`src/rtl/direct_mapped_writeback_cache_tags_core_defines.svh`:
```
// Assertion macros for the cache tag controller.
// Used by direct_mapped_writeback_cache_tags_core; needs clk_i and rst_ni in scope.
`ifndef DIRECT_MAPPED_WRITEBACK_CACHE_TAGS_CORE_DEFINES_SVH
`define DIRECT_MAPPED_WRITEBACK_CACHE_TAGS_CORE_DEFINES_SVH

// Checks that the consequent holds in the same cycle as the antecedent.
`define DMC_ASSERT_SAME(lbl, ante, cons, msg) \
  lbl: assert property (@(posedge clk_i) disable iff (!rst_ni) (ante) |-> (cons)) \
    else $error(msg);

// Checks that the consequent holds in the cycle after the antecedent.
`define DMC_ASSERT_NEXT(lbl, ante, cons, msg) \
  lbl: assert property (@(posedge clk_i) disable iff (!rst_ni) (ante) |=> (cons)) \
    else $error(msg);

`endif

```
`src/rtl/dmc_pkg.sv`:
```
// Package of the direct-mapped write-back cache tag controller.
// Holds geometry constants, stream widths and the controller state type; no dependencies.
package dmc_pkg;

  localparam int unsigned NumLines   = 128;
  localparam int unsigned BlockBytes = 32;
  localparam int unsigned AddrW      = 32;
  localparam int unsigned CountW     = 32;

  localparam int unsigned OffW   = $clog2(BlockBytes);
  localparam int unsigned IdxW   = $clog2(NumLines);
  localparam int unsigned BlockW = AddrW - OffW;
  localparam int unsigned TagW   = BlockW - IdxW;

  localparam int unsigned InRawW  = AddrW + 1;
  localparam int unsigned InDataW = ((InRawW + 7) / 8) * 8;

  localparam int unsigned OutRawW  = OffW + BlockW + IdxW + TagW + 4 + TagW + 3 * CountW;
  localparam int unsigned OutDataW = ((OutRawW + 7) / 8) * 8;

  typedef enum logic {
    ST_IDLE,
    ST_LOOKUP
  } dmc_state_e;

endpackage

```
`src/rtl/direct_mapped_writeback_cache_tags_core.sv`:
```
// Top level of the direct-mapped write-back write-allocate cache tag controller.
// Depends on dmc_pkg and direct_mapped_writeback_cache_tags_core_defines.svh.
//
//   Channel   Direction  Word
//   s_axis    in         one memory reference: address, is_write
//   m_axis    out        lookup result: address split, hit/miss flags, totals
//
// Each reference reads the tag memory into rdata_q when taken, then compares and writes back.
// A new word is taken only from idle, so the next reference waits until this lookup completes.
// Reset clears the valid bits and totals at once; no clearing pass is needed.
// A stalled result sits in the output register and holds the lookup until it drains.
`include "direct_mapped_writeback_cache_tags_core_defines.svh"

module direct_mapped_writeback_cache_tags_core (
  input  logic                          clk_i,
  input  logic                          rst_ni,
  input  logic                          s_axis_tvalid,
  output logic                          s_axis_tready,
  // Fields from bit 0: address, is_write, zero fill.
  input  logic [dmc_pkg::InDataW-1:0]   s_axis_tdata,
  output logic                          m_axis_tvalid,
  input  logic                          m_axis_tready,
  // Fields from bit 0: byte_offset, block_number, line_index, ref_tag, miss, fill_read,
  // writeback, replacement, evicted_tag, hit_total, miss_total, writeback_total, zero fill.
  output logic [dmc_pkg::OutDataW-1:0]  m_axis_tdata
);

  import dmc_pkg::*;

  dmc_state_e state_q, state_d;

  logic [AddrW-1:0]    addr_q;
  logic                wr_q;
  logic [TagW:0]       tag_mem [NumLines];
  logic [TagW:0]       rdata_q;
  logic [NumLines-1:0] valid_q;

  logic [CountW-1:0] hits_q, hits_d;
  logic [CountW-1:0] misses_q, misses_d;
  logic [CountW-1:0] wbs_q, wbs_d;

  logic                out_valid_q, out_valid_d;
  logic [OutDataW-1:0] out_data_q;
  logic [OutDataW-1:0] out_data_d;

  logic accept;
  logic complete;

  logic [BlockW-1:0] in_block;
  logic [IdxW-1:0]   in_idx;

  logic [OffW-1:0]   ref_off;
  logic [BlockW-1:0] ref_block;
  logic [IdxW-1:0]   ref_idx;
  logic [TagW-1:0]   ref_tag;
  logic [TagW-1:0]   rd_tag;
  logic              rd_dirty;
  logic              line_vld;
  logic              hit;
  logic              repl;
  logic              wb;
  logic [TagW-1:0]   evicted;
  logic              new_dirty;

  assign in_block = s_axis_tdata[AddrW-1:OffW];
  assign in_idx   = in_block[IdxW-1:0];

  assign ref_off   = addr_q[OffW-1:0];
  assign ref_block = addr_q[AddrW-1:OffW];
  assign ref_idx   = ref_block[IdxW-1:0];
  assign ref_tag   = ref_block[BlockW-1:IdxW];

  assign rd_tag    = rdata_q[TagW-1:0];
  assign rd_dirty  = rdata_q[TagW];
  assign line_vld  = valid_q[ref_idx];
  assign hit       = line_vld && (rd_tag == ref_tag);
  assign repl      = line_vld && !hit;
  assign wb        = repl && rd_dirty;
  assign evicted   = repl ? rd_tag : '0;
  assign new_dirty = hit ? (rd_dirty | wr_q) : wr_q;

  always_comb begin
    state_d = state_q;
    case (state_q)
      ST_IDLE: begin
        if (s_axis_tvalid) begin
          state_d = ST_LOOKUP;
        end
      end
      ST_LOOKUP: begin
        if (!out_valid_q || m_axis_tready) begin
          state_d = ST_IDLE;
        end
      end
      default: state_d = ST_IDLE;
    endcase
  end

  always_comb begin
    s_axis_tready = 1'b0;
    complete      = 1'b0;
    case (state_q)
      ST_IDLE:   s_axis_tready = 1'b1;
      ST_LOOKUP: complete = !out_valid_q || m_axis_tready;
      default: begin
        s_axis_tready = 1'b0;
        complete      = 1'b0;
      end
    endcase
  end

  assign accept = s_axis_tvalid && s_axis_tready;

  always_comb begin
    hits_d   = hits_q;
    misses_d = misses_q;
    wbs_d    = wbs_q;
    if (hit) begin
      if (hits_q != '1) hits_d = hits_q + 1'b1;
    end else begin
      if (misses_q != '1) misses_d = misses_q + 1'b1;
      if (wb && (wbs_q != '1)) wbs_d = wbs_q + 1'b1;
    end
  end

  always_comb begin
    out_data_d = {{(OutDataW - OutRawW){1'b0}}, wbs_d, misses_d, hits_d, evicted,
                  repl, wb, !hit, !hit, ref_tag, ref_idx, ref_block, ref_off};
  end

  always_comb begin
    out_valid_d = out_valid_q;
    if (complete) begin
      out_valid_d = 1'b1;
    end else if (m_axis_tready) begin
      out_valid_d = 1'b0;
    end
  end

  always_ff @(posedge clk_i) begin
    if (complete) begin
      tag_mem[ref_idx] <= {new_dirty, ref_tag};
    end
    if (accept) begin
      rdata_q <= tag_mem[in_idx];
    end
  end

  always_ff @(posedge clk_i) begin
    if (accept) begin
      addr_q <= s_axis_tdata[AddrW-1:0];
      wr_q   <= s_axis_tdata[AddrW];
    end
    if (complete) begin
      out_data_q <= out_data_d;
    end
  end

  always_ff @(posedge clk_i or negedge rst_ni) begin
    if (!rst_ni) begin
      state_q     <= ST_IDLE;
      valid_q     <= '0;
      hits_q      <= '0;
      misses_q    <= '0;
      wbs_q       <= '0;
      out_valid_q <= 1'b0;
    end else begin
      state_q     <= state_d;
      out_valid_q <= out_valid_d;
      if (complete) begin
        valid_q[ref_idx] <= 1'b1;
        hits_q           <= hits_d;
        misses_q         <= misses_d;
        wbs_q            <= wbs_d;
      end
    end
  end

  assign m_axis_tvalid = out_valid_q;
  assign m_axis_tdata  = out_data_q;

  `DMC_ASSERT_NEXT(a_accept_to_lookup, accept, state_q == ST_LOOKUP,
                   "accepted word did not start a lookup")
  `DMC_ASSERT_NEXT(a_line_valid_after, complete, valid_q[ref_idx] && out_valid_q,
                   "completed lookup left the line invalid or no result")
  `DMC_ASSERT_SAME(a_wb_needs_repl, complete && wb, repl && !hit,
                   "writeback without replacement of a valid line")
  `DMC_ASSERT_SAME(a_evicted_zero, complete && !repl, evicted == '0,
                   "evicted tag nonzero without replacement")

endmodule
```
`config.mk`:
```
export PLATFORM = sky130hd
export DESIGN_NAME = direct_mapped_writeback_cache_tags_core
export DESIGN_NICKNAME = d
export VERILOG_FILES = /design/src/rtl/dmc_pkg.sv /design/src/rtl/direct_mapped_writeback_cache_tags_core.sv
export VERILOG_INCLUDE_DIRS = /design/src /design/src/rtl
export SDC_FILE = /design/constraint.sdc
export NUM_CORES = 2
export LEC_CHECK = 0
export BUFFER_PORTS_ARGS = -buffer_cell sky130_fd_sc_hd__buf_2
export CAP_MARGIN = 10
export CORE_UTILIZATION = 62
export DETAILED_ROUTE_END_ITERATION = 10
export PLACE_DENSITY = 0.78
export RECOVER_POWER = 100
export SYNTH_ARGS = -nofsm -noshare
export SYNTH_HDL_FRONTEND = slang
export SYNTH_SLANG_ARGS = --single-unit
```
`constraint.sdc`:
```
create_clock -name clk_i -period 7.2 [get_ports clk_i]
set_input_delay 1.44 -clock clk_i [delete_from_list [all_inputs] [get_ports clk_i]]
set_output_delay 1.44 -clock clk_i [all_outputs]
set_load 0.005 [all_outputs]
```
==> impl_metrics.toml <==
[synthesis]
synth_top_area_share_pct = 71.8
synth-async-reset-ratio_pct = 7.25
ys_ff_latch = 3119
yosysTopAreaCell = "edfxtp_1"
avgSynthCellArea_um2 = 22.4
syn_area_um2 = 121000
yosys_warnings = 0
ys.flop_type = "edfxtp_1"
synth_area_leaders = "edfxtp_1 (72%), mux4_2 (16%), dfrtp_1 (4.7%)"
ys_seq_area_share_pct = 76.4
ys_types = 72
synth_edf_count = 2893
synthCells = 5414

[setup_path]
crit_chain = "clkdlybuf4s25_1"
critical-path-max-stage-delay_ns = 4.12
critical-path-top-delay-family = "buffers and inverters"
r2r_cells = 1
startpoint_type = "flip-flop"
cp_max_fo = 129
critPathKind = "flip-flop to flip-flop"
cp.arrival_ns = 6.09
crit_slowest_cell = "clkdlybuf4s25_1"
worstPathRequired_ns = 7.11
worstSetupEndpointType = "flip-flop"
worstSetupPathDepth = 1
worst-path-buf-inv = 1

[sta]
hold_viol = 0
slew_headroom_pct = -275
worst_hold_slack_ns = 0.419
fmax_mhz = 162
fin_crit_ns = 6.18
setup_viol = 0
setup_slack_ns = 1.02
tightestPinTransition_ns = 5.62
report.final.slew_viol_count = 4445
min_period_over_period_pct = 85.9
grt_setup_unrepaired = "no"
tns_ns = 0
skew_ns = 0.0560

[finish]
final_core_util_pct = 70.1
areaGrowthSynthToFinish_pct = 11.8
drive_gt1_share_pct = 29.1
finalNonFillerCells = 8655
design_area_um2 = 135000
num-nets-final = 5929

[pwr]
pwr_density_cell_nw_per_um2 = 307
power.leakage_nw = 43.9
finalPower_mw = 41.6
ir_drop_mv = 0.315

[global_routing]
overflow = 0
antenna_found_initial = 35
track_usage_pct = 33.0
grt_max_degree = 145
grt_pass1_wl_mm = 454
grt_pass1_vias = 62700

[cts]
postCtsSetupBuffers = 0
cts_buffers = 314
htreeDepth = 5
cts_tree = "built"
cts_resized = 0
cts_root_buf = "clkbuf_16"
clock_latency_ns = 0.97
clk_pin_slew_ns = 0.06
clock-sinks = 3119
cts.path.max_buffers = 4
hold_buffers = 0

[placement]
dp_slack_ns = 2.00
dpl.hpwl_mm = 167
gp_congestion = 0.880
placed_area_um2 = 126000
dp.cells = 8092
io_buffers = 217

[detailed_routing]
num_vias = 61900
wl_per_cell_um = 37.2
vias_per_cell = 7.15
drc = 0
ant_nets = 0
totalWireLength_mm = 322
drt_iter0_drc = 9099
drt-pass1-iter-count = 6

[floorplan]
die_w_um = 444
die_area_um2 = 197000
start_util_pct = 62.7
ios = 230
die_h_um = 444
core_um2 = 193000
placementRows = 161

[status]
status = "complete, but fails checks"
violations = "max-capacitance violations, max-slew violations"

[min_path]
holdPathStages = 0
hp-class = "flip-flop to flip-flop"

[run]
maxCapViolations = 145
==> cell type report <==
| type | count | area, um2 |
|---|---|---|
| sequential | 3119 | 92500 |
| fill | 10700 | 57800 |
| multi-input combinational | 1967 | 27200 |
| clock buffer | 394 | 8420 |
| tap | 2526 | 3160 |
| timing repair buffer | 466 | 2560 |
| clock inverter | 158 | 1460 |
| inverter | 14 | 60.1 |
| antenna | 11 | 27.5 |
==> sequential cells by signal (all words and copies together) (netlist names) <==
signal,flops
addr_q,32
m_axis_tdata,151
misses_q,32
m_axis_tvalid,1
hits_q,32
wr_q,1
wbs_q,32
rdata_q,21
state_q,1
valid_q,128
tag_mem,2688
==> power breakdown <==
group	leakage, nW	internal (mW)	switching (mW)
clock network	4.84	9.22	6.83
registers	29.2	21.3	0.433
logic	9.84	1.19	2.63
total	43.9	31.7	9.89
==> per-layer routing <==
layer  share of wire [%]  GRT usage (%)  vias up
li1                    -              -    23500
met1                  33           42.8    32000
met2                  48           52.6     5313
met3                  12           7.50     1083
met4                 6.4           18.2       24
met5               0.047              0        -
==> path summary, 6_finish.rpt <==
check	start	to	slack, ns
max in group asynchronous	rst_ni	misses_q[15]	2.20
min in group asynchronous	rst_ni	hits_q[20]	2.21
max reg2reg	addr_q[14]	tag_mem[114][2]	1.02
min	addr_q[2]	m_axis_tdata[2]	0.42
max	addr_q[14]	tag_mem[114][2]	1.02
min reg2reg	addr_q[2]	m_axis_tdata[2]	0.42
==> Yosys cell counts, types with 11 or more instances <==
master    number
o22ai_1       12
and3_1        43
nor2b_1       17
nor2_1       158
mux2_2        31
buf_1         31
or2_2        131
dfrtp_1      226
xnor2_1      125
and4_1        11
or3_1         16
buf_2         87
clkbuf_1     152
nor4_1        19
xor2_1        74
buf_4         42
nand3_1       80
edfxtp_1    2893
nand2_1       71
inv_1         13
and2_1        29
a21oi_1       11
nor3_1        36
mux4_2       884
nand4_1       77
o21ai_0       15
mux2i_1       26
==> kinds of logic after synthesis <==
kind of cell | after synthesis | synth area share (%)
flip-flops | 3119 | 76.4
multiplexers | 942 | 17.0
AND/OR/NAND/NOR | 731 | 3.29
buffers and inverters | 332 | 1.29
XOR/XNOR | 199 | 1.44
AO/OA/AOI/OAI | 87 | 0.546
adder cells (fa/ha/maj) | 3 | 0.0310
other | 1 | 0.00310
==> placed cells by master, fill, tap and decap left out, types with 54 or more instances in the layout <==
master / count
dfrtp_1: 226
nor2_1: 80
clkbuf_1: 326
mux4_2: 884
edfxtp_1: 2893
nand2_1: 71
xnor2_1: 125
nand4_1: 77
nand3_1: 80
or2_2: 131
nor2_2: 78
clkinv_2: 64
buf_4: 54
buf_2: 118
xor2_1: 74
clkbuf_16: 323
Power figures use the tool's default switching activity.
